<file path="config.mk">
export PLATFORM = sky130hd
export DESIGN_NAME = cvg_regs
export DESIGN_NICKNAME = d
export VERILOG_FILES = /design/src/hw/rtl/cvg_pkg.sv /design/src/hw/rtl/cvg_regs.sv
export SDC_FILE = /design/constraint.sdc
export NUM_CORES = 1
export LEC_CHECK = 0
export BUFFER_PORTS_ARGS = -buffer_cell sky130_fd_sc_hd__buf_4
export CORE_ASPECT_RATIO = 0.6
export CORE_UTILIZATION = 49
export DETAILED_ROUTE_END_ITERATION = 8
export GPL_ROUTABILITY_DRIVEN = 0
export PLACE_DENSITY = 0.88
export SYNTH_ARGS = -nofsm -noshare
export SYNTH_HDL_FRONTEND = slang
export SYNTH_SLANG_ARGS = --single-unit
</file>
<file path="constraint.sdc">
create_clock -name clk -period 1.1 [get_ports clk]
set_clock_uncertainty 0.05 [all_clocks]
set_input_delay 0 -clock clk [delete_from_list [all_inputs] [get_ports clk]]
set_output_delay 0 -clock clk [all_outputs]
set_load 0.01 [all_outputs]
</file>
<file path="src/hw/rtl/cvg_pkg.sv">
// ----------------------------------------------------------------------------
// Cone vertex generator package
// Shared widths, register codes, reset values, CORDIC constants and the
// bundles that pass between the configuration, CORDIC and scaling units.
// ----------------------------------------------------------------------------
`default_nettype none

package cvg_pkg;

    // Configuration port.
    localparam int CFG_IDX_W  = 2;
    localparam int CFG_DATA_W = 24;

    localparam logic [CFG_IDX_W-1:0] REG_CONE_RADIUS   = 2'd0;
    localparam logic [CFG_IDX_W-1:0] REG_CONE_HEIGHT   = 2'd1;
    localparam logic [CFG_IDX_W-1:0] REG_NORMAL_RADIAL = 2'd2;
    localparam logic [CFG_IDX_W-1:0] REG_NORMAL_UP     = 2'd3;

    // Field widths.
    localparam int LEN_W     = 24;
    localparam int NORM_W    = 16;
    localparam int ANGLE_W   = 16;
    localparam int HFRAC_W   = 17;
    localparam int POS_UP_W  = 24;
    localparam int POS_RAD_W = 25;
    localparam int TRIG_W    = 17;

    // Register reset values.
    localparam logic [LEN_W-1:0]  RST_CONE_RADIUS   = 24'd65536;
    localparam logic [LEN_W-1:0]  RST_CONE_HEIGHT   = 24'd65536;
    localparam logic [NORM_W-1:0] RST_NORMAL_RADIAL = 16'd23170;
    localparam logic [NORM_W-1:0] RST_NORMAL_UP     = 16'd23170;

    // CORDIC datapath: Q1.30 vectors, angle in 2^-32 turn units.
    localparam int CORDIC_W   = 32;
    localparam int ATAN_W     = 30;
    localparam int ATAN_COUNT = 24;
    localparam logic signed [CORDIC_W-1:0] CORDIC_K = 32'sd652032874;

    localparam logic [ATAN_W-1:0] ATAN_TURNS [ATAN_COUNT] = '{
        30'd536870912, 30'd316933406, 30'd167458907, 30'd85004756,
        30'd42667331,  30'd21354465,  30'd10679838,  30'd5340245,
        30'd2670163,   30'd1335087,   30'd667544,    30'd333772,
        30'd166886,    30'd83443,     30'd41722,     30'd20861,
        30'd10430,     30'd5215,      30'd2608,      30'd1304,
        30'd652,       30'd326,       30'd163,       30'd81
    };

    // Live configuration values.
    typedef struct packed {
        logic [LEN_W-1:0]  cone_radius;
        logic [LEN_W-1:0]  cone_height;
        logic [NORM_W-1:0] normal_radial;
        logic [NORM_W-1:0] normal_up;
    } cvg_cfg_t;

    // One request leaving the CORDIC: Q1.15 cosine and sine plus height.
    typedef struct packed {
        logic                     valid;
        logic signed [TRIG_W-1:0] cos_val;
        logic signed [TRIG_W-1:0] sin_val;
        logic [HFRAC_W-1:0]       height;
    } cvg_trig_t;

endpackage

`default_nettype wire

</file>
<file path="src/hw/rtl/cvg_regs.sv">
// ----------------------------------------------------------------------------
// Cone vertex generator configuration registers
// Decodes register writes and holds radius, height and normal weights.
// ----------------------------------------------------------------------------
`default_nettype none

module cvg_regs
    import cvg_pkg::*;
(
    input  wire logic                  clk,
    input  wire logic                  rst_n,
    input  wire logic                  cfg_valid,
    output logic                       cfg_ready,
    input  wire logic [CFG_IDX_W-1:0]  cfg_index,
    input  wire logic [CFG_DATA_W-1:0] cfg_data,
    output cvg_cfg_t                   cfg
);

    cvg_cfg_t cfg_reg;
    cvg_cfg_t cfg_next;

    // Writes are always taken.
    assign cfg_ready = 1'b1;

    // Register decode; writes to an unused index leave everything alone.
    always_comb
    begin
        cfg_next = cfg_reg;
        if (cfg_valid)
        begin
            case (cfg_index)
                REG_CONE_RADIUS:   cfg_next.cone_radius   = cfg_data[LEN_W-1:0];
                REG_CONE_HEIGHT:   cfg_next.cone_height   = cfg_data[LEN_W-1:0];
                REG_NORMAL_RADIAL: cfg_next.normal_radial = cfg_data[NORM_W-1:0];
                REG_NORMAL_UP:     cfg_next.normal_up     = cfg_data[NORM_W-1:0];
                default:           cfg_next = cfg_reg;
            endcase
        end
    end

    always_ff @(posedge clk or negedge rst_n)
    begin
        if (!rst_n)
        begin
            cfg_reg.cone_radius   <= RST_CONE_RADIUS;
            cfg_reg.cone_height   <= RST_CONE_HEIGHT;
            cfg_reg.normal_radial <= RST_NORMAL_RADIAL;
            cfg_reg.normal_up     <= RST_NORMAL_UP;
        end
        else
        begin
            cfg_reg <= cfg_next;
        end
    end

    assign cfg = cfg_reg;

endmodule

`default_nettype wire

</file>
# After elaboration in Yosys (flattened, before gate mapping)
# Cells that the tools add are included.
# word_totals
register_bits	80
in_bits	29
out_inout_bits	81
wordCells	12
# classes
n_eq_ne	3
reduce_logical	5
# ops
op	n
2-bit AND reduction	4
2-bit == test (second input constant)	2
2-bit by 1-bit == test with 1-bit output (second input constant)	1
2-bit zero test	1

# Longest topological paths before layout
# depth
word_depth	2
ltp_mapped	3
depth_no_buf	2

# Worst setup path before layout
# OpenSTA, ideal clock, no wires.
# synth_path
path_kind	input-to-reg
startpoint	in cfg_index[1]
endpoint	reg cfg_reg (netlist bit cfg[56])
setup_time_ns	0.125
arrival_time_ns	0.814
required_ns	0.925
path_slack_ns	0.111
path_stages	3
path_buffers	1
path_cell_list	nor3b_4 buf_6 mux2_2
# synth_between
elab_chain_cells	2
# synth_lines
item	line	source
start, declared	cvg_regs.sv:14	input wire logic [CFG_IDX_W-1:0] cfg_index,
2-bit zero test	cvg_regs.sv:31	case (cfg_index)
2-bit AND reduction (no source line)	--	
end signal, assigned	cvg_regs.sv:52	cfg_reg <= cfg_next;
end, declared	cvg_regs.sv:19	cvg_cfg_t cfg_reg;
# No other way between the ends.
# A chain may end at the register's enable or synchronous reset.

# Worst setup path after layout
# layout_path
startpoint	reg cfg_reg (netlist bit cfg[28])
endpoint	out cfg[28] (netlist bit)
# layout_rtl
item	line	source
end, declared	cvg_regs.sv:16	output cvg_cfg_t cfg
# No word-level cell between the ends.

==> summary.txt <==
Critical path
  • R2r worst-path depth: 1
  • Worst EP required: 1.05 ns
  • R2R setup slack: 0.24 ns
  • Slowest cell delay on critical path: 0.55 ns
  • Worst EP arrival: 1.01 ns
  • Crit path buffers/inverters: 1
  • CP cell instances: buf_4
  • Crit path launch type: flop
  • Reg2reg end: cfg[13]$_DFFE_PN0P_
  • Crit path from: cfg[28]$_DFFE_PN1P_
  • Slowest CP cell: dfstp_2
  • Worst Path Max Fanout: 2
  • Reg2reg start: cfg[13]$_DFFE_PN0P_
  • CP endpoint kind: output pin
  • Worst setup path class: flop to output pin
  • CP delay by family, top: flip-flops

Synth
  • Seq/Total Area, Yosys: 66.3%
  • Avg Cell Area, Syn: 17.7 um^2
  • Synthesized area: 3050 um^2
  • Commonest cells in the netlist: 79 x mux2_2, 66 x dfrtp_1, 14 x dfstp_2
  • Yosys warns: 0
  • Most frequent cell after synthesis: mux2_2
  • Ys async rst share: 100%
  • Cell taking the most area after synthesis: dfrtp_1
  • Syn nets: 201
  • Post-synth EDFFs: 0
  • Syn Inst Count: 172
  • Area contributors post-synth: dfrtp_1 54%, mux2_2 29%, dfstp_2 12%
  • Cell variety after synth: 12
  • Seq cells post-synth: 80
  • Share of the synthesized area in the top cell type: 54.2%
  • Most used DFF post-synth: dfrtp_1

GRT
  • First-pass GRT wire length: 11.5 mm
  • Total GRT Usage: 23.4%
  • GR Overflow Total: 0
  • Vias in the first global route: 2217
  • Initial antenna violation count: 0
  • Pin count of the biggest net entering global routing: 81

Outcome
  • Outcome: completed

Floorplanning
  • CORE AREA: 5780 um^2
  • I/O pins: 110
  • Die Ht: 63.1 um
  • Die width: 104 um
  • Rows: 21
  • Initial core utilization: 52.7%
  • Die Area: 6550 um^2

Min path
  • HP Class: primary input to async pin

Place
  • Inst Count DP: 358
  • PortBufs: 108
  • Post-DP HPWL: 4.43 mm

Drt
  • DR vias/cell: 5.06
  • Via count: 2020
  • TritonRoute pass-1 iters: 4
  • ANT nets after route: 0
  • # DRC: 0
  • Drt wl/cell: 17.5 um
  • Starting DRT DRC Count: 48
  • Final wirelength: 7.00 mm

Power and ir drop
  • LEAKAGE: 2.09 nW
  • Worst IR Drop VDD: 1200 uV
  • Power per cell area: 1950 nW/um^2

Clock tree
  • Clock sinks: 80
  • CTS Root Cell: clkbuf_8
  • Clock Latency Late Sink: 0.34 ns
  • Post-CTS Setup Repair Bufs: 0
  • CTS H-tree lvls: 3
  • CTS tree: built
  • Max Buffers Root-to-Sink: 2
  • TritonCTS Buffers: 9
  • Reg clk slew, reported paths: 0.09 ns

Final layout
  • # diodes: 0
  • Max FFs per register: 80
  • Final Non-Filler Cells: 399
  • Area growth from synthesis to layout: 48.2%
  • # nets final: 343
  • Proportion of layout cells with a drive suffix above 1: 70.8%

STA
  • Final hold vios: 0
  • Final Slew Violations: 0
  • Fin Hold WS: 0.165 ns
  • FMAX: 943 MHz
  • Fin crit period: 1.06 ns
  • Setup TNS: 0 ns
  • Unrepaired setup endpoints after global routing: no
  • Period utilisation layout: 96.4%
  • Final setup viols: 0

Job
  • Maxcap violations: 0
## area by class of cell
| cell class | instances | area, um^2 |
|---|---|---|
| tap | 80 | 100 |
| fill | 347 | 1260 |
| timing repair buffer | 138 | 1170 |
| clock inverter | 7 | 144 |
| multi-input combinational | 85 | 956 |
| clock buffer | 9 | 124 |
| sequential | 80 | 2020 |
## stage by stage
| stage | area, um^2 | util [%] | total power [mW] | setup WS (ns) |
|---|---|---|---|---|
| finish | 4520 | 78.1 | 8.82 | 0.0393 |
| global route | 4520 | 78.1 | 9.23 | 0.00185 |
| CTS | 4500 | 77.9 | 8.85 | 0.0244 |
| detailed placement | 3990 | 69.0 | 5.97 | -0.0154 |
| global placement | 3990 | 69.0 | 5.88 | 0.0112 |
| floorplan | 3050 | - | 4.73 | 0.111 |
## cells in the final DEF (no fill, tap or decap)
master,count
dlygate4sd3_1,25
buf_6,3
mux2_1,1
nor3b_4,1
dfrtp_1,66
buf_12,5
clkinv_4,1
mux2_2,79
clkbuf_8,9
clkinvlp_4,2
buf_4,105
nand3_2,1
nand3b_2,2
conb_1,1
bufinv_16,4
dfstp_2,14
## layer usage
metal / up-vias / wire length [um] / share of wire, % / GRT usage, %
met5: - / 0 / 0 / 0
met4: 0 / 97 / 1.4 / 7.50
met3: 13 / 445 / 6.4 / 7.76
met2: 89 / 3430 / 49 / 39.8
met1: 1033 / 3020 / 43 / 28.7
li1: 885 / - / - / -
## cell families (layout without fill, tap and decap cells)
logic type	Yosys count	after routing	synth area share, %
flip-flops	80	80	66.3
buffers and inverters	7	154	2.34
AND/OR/NAND/NOR	4	4	1.68
multiplexers	80	80	29.6
other	1	1	0.123
## repair_timing
action / 4_1_cts / 5_1_grt
hold buffers: 25 / 0
endpoints found under the setup margin: 0 / 3
resized for setup: 0 / 3
endpoints found under the hold margin: 160 / 0
## power by group
part	switching, mW	internal [mW]
sequential	0.329	3.57
combinational	0.843	1.27
clock	1.07	1.74
## worst max path at each step
stage,to,depth (start not counted)
3_3_place_gp,cfg[67]$_DFFE_PN0P_,4
4_1_cts,cfg[14],1
5_1_grt,cfg[7],1
3_5_place_dp,cfg[65]$_DFFE_PN0P_,4
6_report,cfg[28],1
2_1_floorplan,cfg[56]$_DFFE_PN0P_,3
Power figures use the tool's default switching activity.
