### src/hw/rtl/cvg_pkg.sv
// ----------------------------------------------------------------------------
// Cone vertex generator package
// Shared widths, register codes, reset values, CORDIC constants and the
// bundles that pass between the configuration, CORDIC and scaling units.
// ----------------------------------------------------------------------------
`default_nettype none

package cvg_pkg;

    // Configuration port.
    localparam int CFG_IDX_W  = 2;
    localparam int CFG_DATA_W = 24;

    localparam logic [CFG_IDX_W-1:0] REG_CONE_RADIUS   = 2'd0;
    localparam logic [CFG_IDX_W-1:0] REG_CONE_HEIGHT   = 2'd1;
    localparam logic [CFG_IDX_W-1:0] REG_NORMAL_RADIAL = 2'd2;
    localparam logic [CFG_IDX_W-1:0] REG_NORMAL_UP     = 2'd3;

    // Field widths.
    localparam int LEN_W     = 24;
    localparam int NORM_W    = 16;
    localparam int ANGLE_W   = 16;
    localparam int HFRAC_W   = 17;
    localparam int POS_UP_W  = 24;
    localparam int POS_RAD_W = 25;
    localparam int TRIG_W    = 17;

    // Register reset values.
    localparam logic [LEN_W-1:0]  RST_CONE_RADIUS   = 24'd65536;
    localparam logic [LEN_W-1:0]  RST_CONE_HEIGHT   = 24'd65536;
    localparam logic [NORM_W-1:0] RST_NORMAL_RADIAL = 16'd23170;
    localparam logic [NORM_W-1:0] RST_NORMAL_UP     = 16'd23170;

    // CORDIC datapath: Q1.30 vectors, angle in 2^-32 turn units.
    localparam int CORDIC_W   = 32;
    localparam int ATAN_W     = 30;
    localparam int ATAN_COUNT = 24;
    localparam logic signed [CORDIC_W-1:0] CORDIC_K = 32'sd652032874;

    localparam logic [ATAN_W-1:0] ATAN_TURNS [ATAN_COUNT] = '{
        30'd536870912, 30'd316933406, 30'd167458907, 30'd85004756,
        30'd42667331,  30'd21354465,  30'd10679838,  30'd5340245,
        30'd2670163,   30'd1335087,   30'd667544,    30'd333772,
        30'd166886,    30'd83443,     30'd41722,     30'd20861,
        30'd10430,     30'd5215,      30'd2608,      30'd1304,
        30'd652,       30'd326,       30'd163,       30'd81
    };

    // Live configuration values.
    typedef struct packed {
        logic [LEN_W-1:0]  cone_radius;
        logic [LEN_W-1:0]  cone_height;
        logic [NORM_W-1:0] normal_radial;
        logic [NORM_W-1:0] normal_up;
    } cvg_cfg_t;

    // One request leaving the CORDIC: Q1.15 cosine and sine plus height.
    typedef struct packed {
        logic                     valid;
        logic signed [TRIG_W-1:0] cos_val;
        logic signed [TRIG_W-1:0] sin_val;
        logic [HFRAC_W-1:0]       height;
    } cvg_trig_t;

endpackage

`default_nettype wire

### src/hw/rtl/cvg_cordic.sv
// ----------------------------------------------------------------------------
// Cone vertex generator CORDIC
// Pipelined rotation-mode CORDIC, one iteration per stage, followed by a
// stage that rounds to Q1.15, clamps and unfolds the quadrant.
// ----------------------------------------------------------------------------
`default_nettype none

module cvg_cordic
    import cvg_pkg::*;
#(
    parameter int ITERATIONS = 16
)
(
    input  wire logic               clk,
    input  wire logic               rst_n,
    input  wire logic               adv,
    input  wire logic               in_valid,
    input  wire logic [ANGLE_W-1:0] angle,
    input  wire logic [HFRAC_W-1:0] height,
    output cvg_trig_t               trig
);

    localparam int STAGES = (ITERATIONS > ATAN_COUNT) ? ATAN_COUNT : ITERATIONS;
    localparam int FRAC_BITS = ANGLE_W - 2;

    localparam logic [1:0] QUAD_FIRST  = 2'd0;
    localparam logic [1:0] QUAD_SECOND = 2'd1;
    localparam logic [1:0] QUAD_THIRD  = 2'd2;
    localparam logic [1:0] QUAD_FOURTH = 2'd3;

    localparam logic signed [CORDIC_W-1:0] ROUND_HALF = 32'sd16384;
    localparam logic signed [CORDIC_W-1:0] TRIG_MAX   = 32'sd32768;
    localparam logic signed [CORDIC_W-1:0] TRIG_MIN   = -32'sd32768;

    // Iteration stage registers.
    logic signed [CORDIC_W-1:0] x_reg  [STAGES];
    logic signed [CORDIC_W-1:0] y_reg  [STAGES];
    logic signed [CORDIC_W-1:0] z_reg  [STAGES];
    logic signed [CORDIC_W-1:0] x_next [STAGES];
    logic signed [CORDIC_W-1:0] y_next [STAGES];
    logic signed [CORDIC_W-1:0] z_next [STAGES];
    logic [1:0]                 quad_reg  [STAGES];
    logic [1:0]                 quad_next [STAGES];
    logic [HFRAC_W-1:0]         hf_reg    [STAGES];
    logic [HFRAC_W-1:0]         hf_next   [STAGES];
    logic [STAGES-1:0]          valid_reg;
    logic [STAGES-1:0]          valid_next;

    // Fold stage registers.
    logic                       fold_valid_reg;
    logic signed [TRIG_W-1:0]   cos_reg;
    logic signed [TRIG_W-1:0]   sin_reg;
    logic signed [TRIG_W-1:0]   cos_next;
    logic signed [TRIG_W-1:0]   sin_next;
    logic [HFRAC_W-1:0]         fold_hf_reg;

    // One micro-rotation per stage; each stage reads only its predecessor.
    always_comb
    begin
        logic signed [CORDIC_W-1:0] xi;
        logic signed [CORDIC_W-1:0] yi;
        logic signed [CORDIC_W-1:0] zi;
        logic signed [CORDIC_W-1:0] atan_ext;
        for (int i = 0; i < STAGES; i++)
        begin
            if (i == 0)
            begin
                xi = CORDIC_K;
                yi = '0;
                zi = signed'({{(CORDIC_W-FRAC_BITS-16){1'b0}},
                              angle[FRAC_BITS-1:0], 16'b0});
                quad_next[i]  = angle[ANGLE_W-1:ANGLE_W-2];
                hf_next[i]    = height;
                valid_next[i] = in_valid;
            end
            else
            begin
                xi = x_reg[i-1];
                yi = y_reg[i-1];
                zi = z_reg[i-1];
                quad_next[i]  = quad_reg[i-1];
                hf_next[i]    = hf_reg[i-1];
                valid_next[i] = valid_reg[i-1];
            end
            atan_ext = signed'({{(CORDIC_W-ATAN_W){1'b0}}, ATAN_TURNS[i]});
            if (!zi[CORDIC_W-1])
            begin
                x_next[i] = xi - (yi >>> i);
                y_next[i] = yi + (xi >>> i);
                z_next[i] = zi - atan_ext;
            end
            else
            begin
                x_next[i] = xi + (yi >>> i);
                y_next[i] = yi - (xi >>> i);
                z_next[i] = zi + atan_ext;
            end
        end
    end

    // Round to Q1.15, clamp and rotate back into the original quadrant.
    always_comb
    begin
        logic signed [CORDIC_W-1:0] xr;
        logic signed [CORDIC_W-1:0] yr;
        logic signed [TRIG_W-1:0]   xs;
        logic signed [TRIG_W-1:0]   ys;
        xr = (x_reg[STAGES-1] + ROUND_HALF) >>> 15;
        yr = (y_reg[STAGES-1] + ROUND_HALF) >>> 15;
        if (xr > TRIG_MAX)
            xs = TRIG_MAX[TRIG_W-1:0];
        else if (xr < TRIG_MIN)
            xs = TRIG_MIN[TRIG_W-1:0];
        else
            xs = xr[TRIG_W-1:0];
        if (yr > TRIG_MAX)
            ys = TRIG_MAX[TRIG_W-1:0];
        else if (yr < TRIG_MIN)
            ys = TRIG_MIN[TRIG_W-1:0];
        else
            ys = yr[TRIG_W-1:0];
        case (quad_reg[STAGES-1])
            QUAD_FIRST:
            begin
                cos_next = xs;
                sin_next = ys;
            end
            QUAD_SECOND:
            begin
                cos_next = -ys;
                sin_next = xs;
            end
            QUAD_THIRD:
            begin
                cos_next = -xs;
                sin_next = -ys;
            end
            QUAD_FOURTH:
            begin
                cos_next = ys;
                sin_next = -xs;
            end
            default:
            begin
                cos_next = xs;
                sin_next = ys;
            end
        endcase
    end

    // Valid bits travel with the data.
    always_ff @(posedge clk or negedge rst_n)
    begin
        if (!rst_n)
        begin
            valid_reg      <= '0;
            fold_valid_reg <= 1'b0;
        end
        else if (adv)
        begin
            valid_reg      <= valid_next;
            fold_valid_reg <= valid_reg[STAGES-1];
        end
    end

    // Payload registers.
    always_ff @(posedge clk)
    begin
        if (adv)
        begin
            for (int i = 0; i < STAGES; i++)
            begin
                x_reg[i]    <= x_next[i];
                y_reg[i]    <= y_next[i];
                z_reg[i]    <= z_next[i];
                quad_reg[i] <= quad_next[i];
                hf_reg[i]   <= hf_next[i];
            end
            cos_reg     <= cos_next;
            sin_reg     <= sin_next;
            fold_hf_reg <= hf_reg[STAGES-1];
        end
    end

    assign trig.valid   = fold_valid_reg;
    assign trig.cos_val = cos_reg;
    assign trig.sin_val = sin_reg;
    assign trig.height  = fold_hf_reg;

endmodule

`default_nettype wire

### config.mk
export PLATFORM = sky130hd
export DESIGN_NAME = cvg_cordic
export DESIGN_NICKNAME = d
export VERILOG_FILES = /design/src/hw/rtl/cvg_pkg.sv /design/src/hw/rtl/cvg_cordic.sv
export SDC_FILE = /design/constraint.sdc
export NUM_CORES = 2
export LEC_CHECK = 0
export ABC_AREA = 1
export BUFFER_PORTS_ARGS = -buffer_cell sky130_fd_sc_hd__buf_4
export CORE_MARGIN = 2
export CORE_UTILIZATION = 50
export CTS_CLUSTER_SIZE = 24
export DETAILED_ROUTE_END_ITERATION = 16
export GPL_TIMING_DRIVEN = 0
export PLACE_DENSITY = 0.76
export SETUP_SLACK_MARGIN = 0.15
export SLEW_MARGIN = 20
export SYNTH_ARGS = -nofsm -noshare
export SYNTH_HDL_FRONTEND = slang
export SYNTH_SLANG_ARGS = --single-unit
### constraint.sdc
create_clock -name clk -period 4.3 [get_ports clk]
set_input_delay 0.43 -clock clk [delete_from_list [all_inputs] [get_ports clk]]
set_output_delay 0.43 -clock clk [all_outputs]
set_load 0.01 [all_outputs]
* After elaboration in Yosys (flattened, before gate mapping)
Memory sizes are Yosys's and may differ from the RTL's. A register that Yosys moved wholly into a read port is not among the register bits.
Cells that the tools add are included.
Widths: inputs -> output; s select.
** Operators by class
- Reductions and logical operators :: 1
- Shifts and indexed selects :: 0
- Bitwise logic cells :: 0
- Multiply operators :: 0
- Add/subtract/negate cells :: 95
- Eq/ne operators :: 3
- Div/mod/pow operators :: 0
- Order comparisons :: 4
- Mux-type cells :: 53
** Operators with widths (number)
- $mux 32 :: 45
- $pmux 17 s4 :: 2
- $add 32x16->32 const B :: 3
- $mux 17 :: 4
- $add 32x17->32 :: 2
- $add 32x18->32 :: 2
- $add 32x19->32 :: 2
- $add 32x20->32 :: 2
- $add 32x21->32 :: 2
- $add 32x22->32 :: 2
- $add 32x23->32 :: 2
- $add 32x24->32 :: 2
- $add 32x25->32 :: 2
- $add 32x26->32 :: 2
- $add 32x27->32 :: 2
- $add 32x28->32 :: 2
- $add 32x29->32 :: 2
- $add 32x30->32 :: 2
- $add 32x31->32 :: 2
- $sub 32x17->32 :: 2
- $sub 32x18->32 :: 2
- $sub 32x19->32 :: 2
- $sub 32x20->32 :: 2
- $sub 32x21->32 :: 2
- 47 further kinds :: 62
** Storage, ports and cells
- Memory bits (writable) :: 1840
- Bits in registers :: 51
- ROM bits :: 0
- Output and inout port bits :: 52
- Latch bits :: 0
- Input port bits :: 37
- Memories :: 5
** Memories
- x_reg :: words 16, bits a word 32, rd ports 16, clocked after Yosys merged registers in 0, wr ports 16, RTL line cvg_cordic.sv:36 : logic signed [CORDIC_W-1:0] x_reg [STAGES];
- y_reg :: words 16, bits a word 32, rd ports 16, clocked after Yosys merged registers in 0, wr ports 16, RTL line cvg_cordic.sv:37 : logic signed [CORDIC_W-1:0] y_reg [STAGES];
- z_reg :: words 16, bits a word 32, rd ports 15, clocked after Yosys merged registers in 0, wr ports 16, RTL line cvg_cordic.sv:38 : logic signed [CORDIC_W-1:0] z_reg [STAGES];
- hf_reg :: words 16, bits a word 17, rd ports 16, clocked after Yosys merged registers in 1, wr ports 16, RTL line cvg_cordic.sv:44 : logic [HFRAC_W-1:0] hf_reg [STAGES];
- quad_reg :: words 16, bits a word 2, rd ports 16, clocked after Yosys merged registers in 0, wr ports 16, RTL line cvg_cordic.sv:42 : logic [1:0] quad_reg [STAGES];

* Longest topological paths before layout
An unclocked memory read counts as a cell.
- Word-level depth :: 7
- Mapped depth :: 26
- Gate-level depth less buffers :: 26

* Worst setup path after synthesis
OpenSTA, ideal clock, no wires.
- Path kind :: reg2reg
- Start point :: mem z_reg[6][31] (netlist: z_reg[0][223])
- End point :: mem x_reg[7][24] (netlist: x_reg[0][248]) (data pin)
- Arrival :: 4.075 ns
- Buffers on the path :: 3
- Stages on the path, launching flop included :: 19
- Data required time :: 4.048 ns
- Setup slack :: -0.028 ns
- Path through :: edfxtp_1 clkbuf_1 inv_1 clkbuf_1 clkbuf_1 o21ai_0 fa_1 nand3_1 nand2_1 a21oi_1 o21ai_1 a21boi_0 o21ai_1 a21boi_0 o21ai_1 nand2_1 nand2_1 nand2_1 nand2_1
** RTL lines (RTL line)
- start, declared :: cvg_cordic.sv:38
- end, declared :: cvg_cordic.sv:36

==> impl_metrics.yaml <==
sta:
  drv_slew: 0
  slew_headroom_pct: 40.8
  max_freq_mhz: 243
  finalSetupViolCount: 0
  finalCritPeriodShare_pct: 95.8
  finalHoldViolations: 0
  tightest_slew_ps: 888
  finalSetupTns_ps: 0
  fin_skew_ps: 36.7
  layout_min_cycle_time_ps: 4120
  rsz0062_at_grt: "yes"
yosys:
  ys_seq_area_share_pct: 38.9
  syn_inst: 14861
  avgSynthCellArea_um2: 8.53
  yosysWarningCount: 0
  syn-cell-area_um2: 127000
  ys.flop_type: "edfxtp_1"
  ys_ff_latch: 1643
  synth_cell_types: 65
  synth_edf_count: 1626
  synthArstFlopShare_pct: 1.03
floorplanning:
  ios: 89
  die_h_um: 507
  start_util_pct: 50.4
  die_area_um2: 258000
  die_x_um: 507
  coreArea_um2: 252000
  core.rowCount: 184
critical_path:
  crit_start: "x_reg[1][76]"
  worstPathCellList: "inv_2 -> ha_4 -> nand2_4 -> nor3b_2 -> inv_1 -> nor2_1 -> nand2_1 -> inv_2 -> nand3_2 -> or3_4 -> nor4_4 -> nor2_1 -> xor2_1 -> ha_4 -> a21oi_2 -> inv_1 -> a31oi_2 -> o21ai_2 -> a2111oi_2 -> nand2_1 -> xor2_1"
  timing.reg2reg.setup_slack_ps: 180
  r2r_start: "x_reg[1][76]"
  crit_type: "reg -> reg"
  cp.required_ps: 4850
  endpoint_kind: "flop"
  slowest_delay_ps: 460
  crit_slowest_cell: "edfxtp_1"
  cp.arrival_ps: 4670
  worstRegToRegCells: 21
  cp_top_family: "simple AND/OR/NAND/NOR gates"
  crit_cells: 21
  cp_max_fo: 5
  start_kind: "flop"
  reg2reg_to: "y_reg[1][125]"
  setup.worst_path.end: "y_reg[1][125]"
  path_buf_inv: 4
placement:
  dp_hpwl_um: 254000
  gp_congestion: 0.979
  io_buffer_count: 88
cells_and_area:
  finalNetCount: 16724
  drive_above_1_share_pct: 9.35
  area_delta_synth_final_pct: 14.0
  largest_reg_flops: 435
route:
  ant_nets: 0
  drtPass1Iterations: 8
  viasPerCell: 5.52
  wl_per_cell_um: 17.4
  drtIter0Drc: 8148
  vias: 104392
  drc_errors: 0
  wirelength_um: 329000
grt:
  grt_overflow_total: 0
  grt_start_max_net_pins: 163
  met1_usage_pct: 31.1
  grt-busiest-layer: "met2"
  grt_use_total_pct: 24.6
  grt_first_pass_wirelength_um: 517000
  grt_pass1_vias: 98953
  antenna_found_initial: 3
  met3_usage_pct: 3.16
  use_met2_pct: 42.8
min_path:
  hold_class: "in -> reg"
  hp-start: "adv"
flow_run:
  max_cap_viol_count: 0
clock_network:
  htree_levels: 4
  root_buffer: "clkbuf_16"
  cts_tree: "yes"
  cts.path.max_buffers: 3
  clk_latency_ps: 840
  clock_sinks: 1643
  numCtsBuffers: 185
  path_clk_slew_ps: 60
run_status:
  status: "completed"
area by class of cell:
class	instances	area [um^2]
fillers	22086	107000
well taps	3348	4190
clock inverters	130	1690
flip-flops and latches	1643	49300
clock buffers	212	4770
plain buffers	125	758
inverters	1996	7510
repair buffers	353	3130
multi-input cells	11097	73100
diodes	2	5.00
routing by layer:
| metal | share of wire (%) | vias up |
|---|---|---|
| met3 | 5.0 | 660 |
| met1 | 43 | 48664 |
| li1 | - | 52206 |
| met4 | 3.8 | 2 |
| met2 | 49 | 2860 |
| met5 | 0.077 | - |
worst min-delay path by stage:
stage                           endpoint  slack (ps)  cells after the start
final                       hf_reg[0][5]          30                      1
after floorplan           fold_valid_reg         130                      0
after detailed placement    valid_reg[4]         310                      1
after CTS                   hf_reg[0][5]         0.4                      1
after global placement      valid_reg[0]         300                      1
after global routing        hf_reg[0][5]          10                      1
cells in the mapped netlist (34+ instances only):
cell type | n | area share, %
xnor2_1 | 513 | 3.5
nor3_1 | 308 | 1.2
nor2_1 | 1284 | 3.8
o21ai_0 | 635 | 2.5
xor2_1 | 1107 | 7.7
nand3_1 | 445 | 1.8
a221oi_1 | 47 | 0.32
nand4_1 | 163 | 0.80
a21oi_1 | 1324 | 5.2
a21o_1 | 95 | 0.56
a31oi_1 | 276 | 1.4
inv_1 | 1982 | 5.9
ha_1 | 1252 | 12
edfxtp_1 | 1626 | 39
a21boi_0 | 156 | 0.92
o21ai_1 | 111 | 0.44
clkbuf_1 | 102 | 0.30
fa_1 | 34 | 0.54
o21a_1 | 106 | 0.63
o31ai_1 | 51 | 0.30
o21bai_1 | 68 | 0.40
nor4_1 | 72 | 0.36
nand2_1 | 2745 | 8.1
kinds of logic (layout without fill, tap and decap cells):
family	count (synthesis)	after routing	synth area share [%]
AO/OA/AOI/OAI	3054	3054	13.9
XOR/XNOR	1620	1620	11.2
adder cells (fa/ha/maj)	1286	1286	12.9
buffers and inverters	2122	2816	6.33
flip-flops	1643	1643	38.9
multiplexers	1	1	0.00888
other	1	4	0.00296
AND/OR/NAND/NOR	5134	5134	16.8
metrics by stage:
step	instance area, um^2	utilization [%]	setup WS, ps	hold slack (ps)	cells
floorplan	127000	-	167	134	14862
global placement	132000	52.3	-12170	301	18298
detailed placement	132000	52.5	-1780	307	18313
CTS	140000	55.7	-3.86	0.374	18737
global route	144000	57.4	-54.8	10.2	18905
finish	144000	57.4	181	31.4	18906
timing repair:
item                                    in CTS  in global routing
hold buffers                                36                  0
setup buffers                               47                166
resized for setup                          298                842
endpoints found under the setup margin     694                352
gates cloned                                 0                  1
pin swaps                                   19                237
hold endpoints to repair                    51                  0
cells in the final DEF (no fill, tap or decap), types with 55 or more instances in the layout:
cell type and count:
buf_4 297, clkbuf_1 65, o21ai_0 525, o21ai_2 70
nor2_2 57, xor2_1 1084, inv_1 1943, edfxtp_1 1626
nand4_1 163, clkbuf_16 188, nor3_1 207, a21o_1 95
ha_1 1181, a21oi_1 1242, a31oi_1 252, nand2_1 2703
a21oi_2 75, nor4_1 55, o21ai_1 159, xnor2_1 506
a21boi_1 59, o21a_1 106, o21bai_1 66, nor2_1 1235
nor3_2 75, a21boi_0 59, nand3_1 421
Power is left out: the tool's default activity adds up to more than one toggle a clock period on the data nets, which glitch-free logic cannot reach.
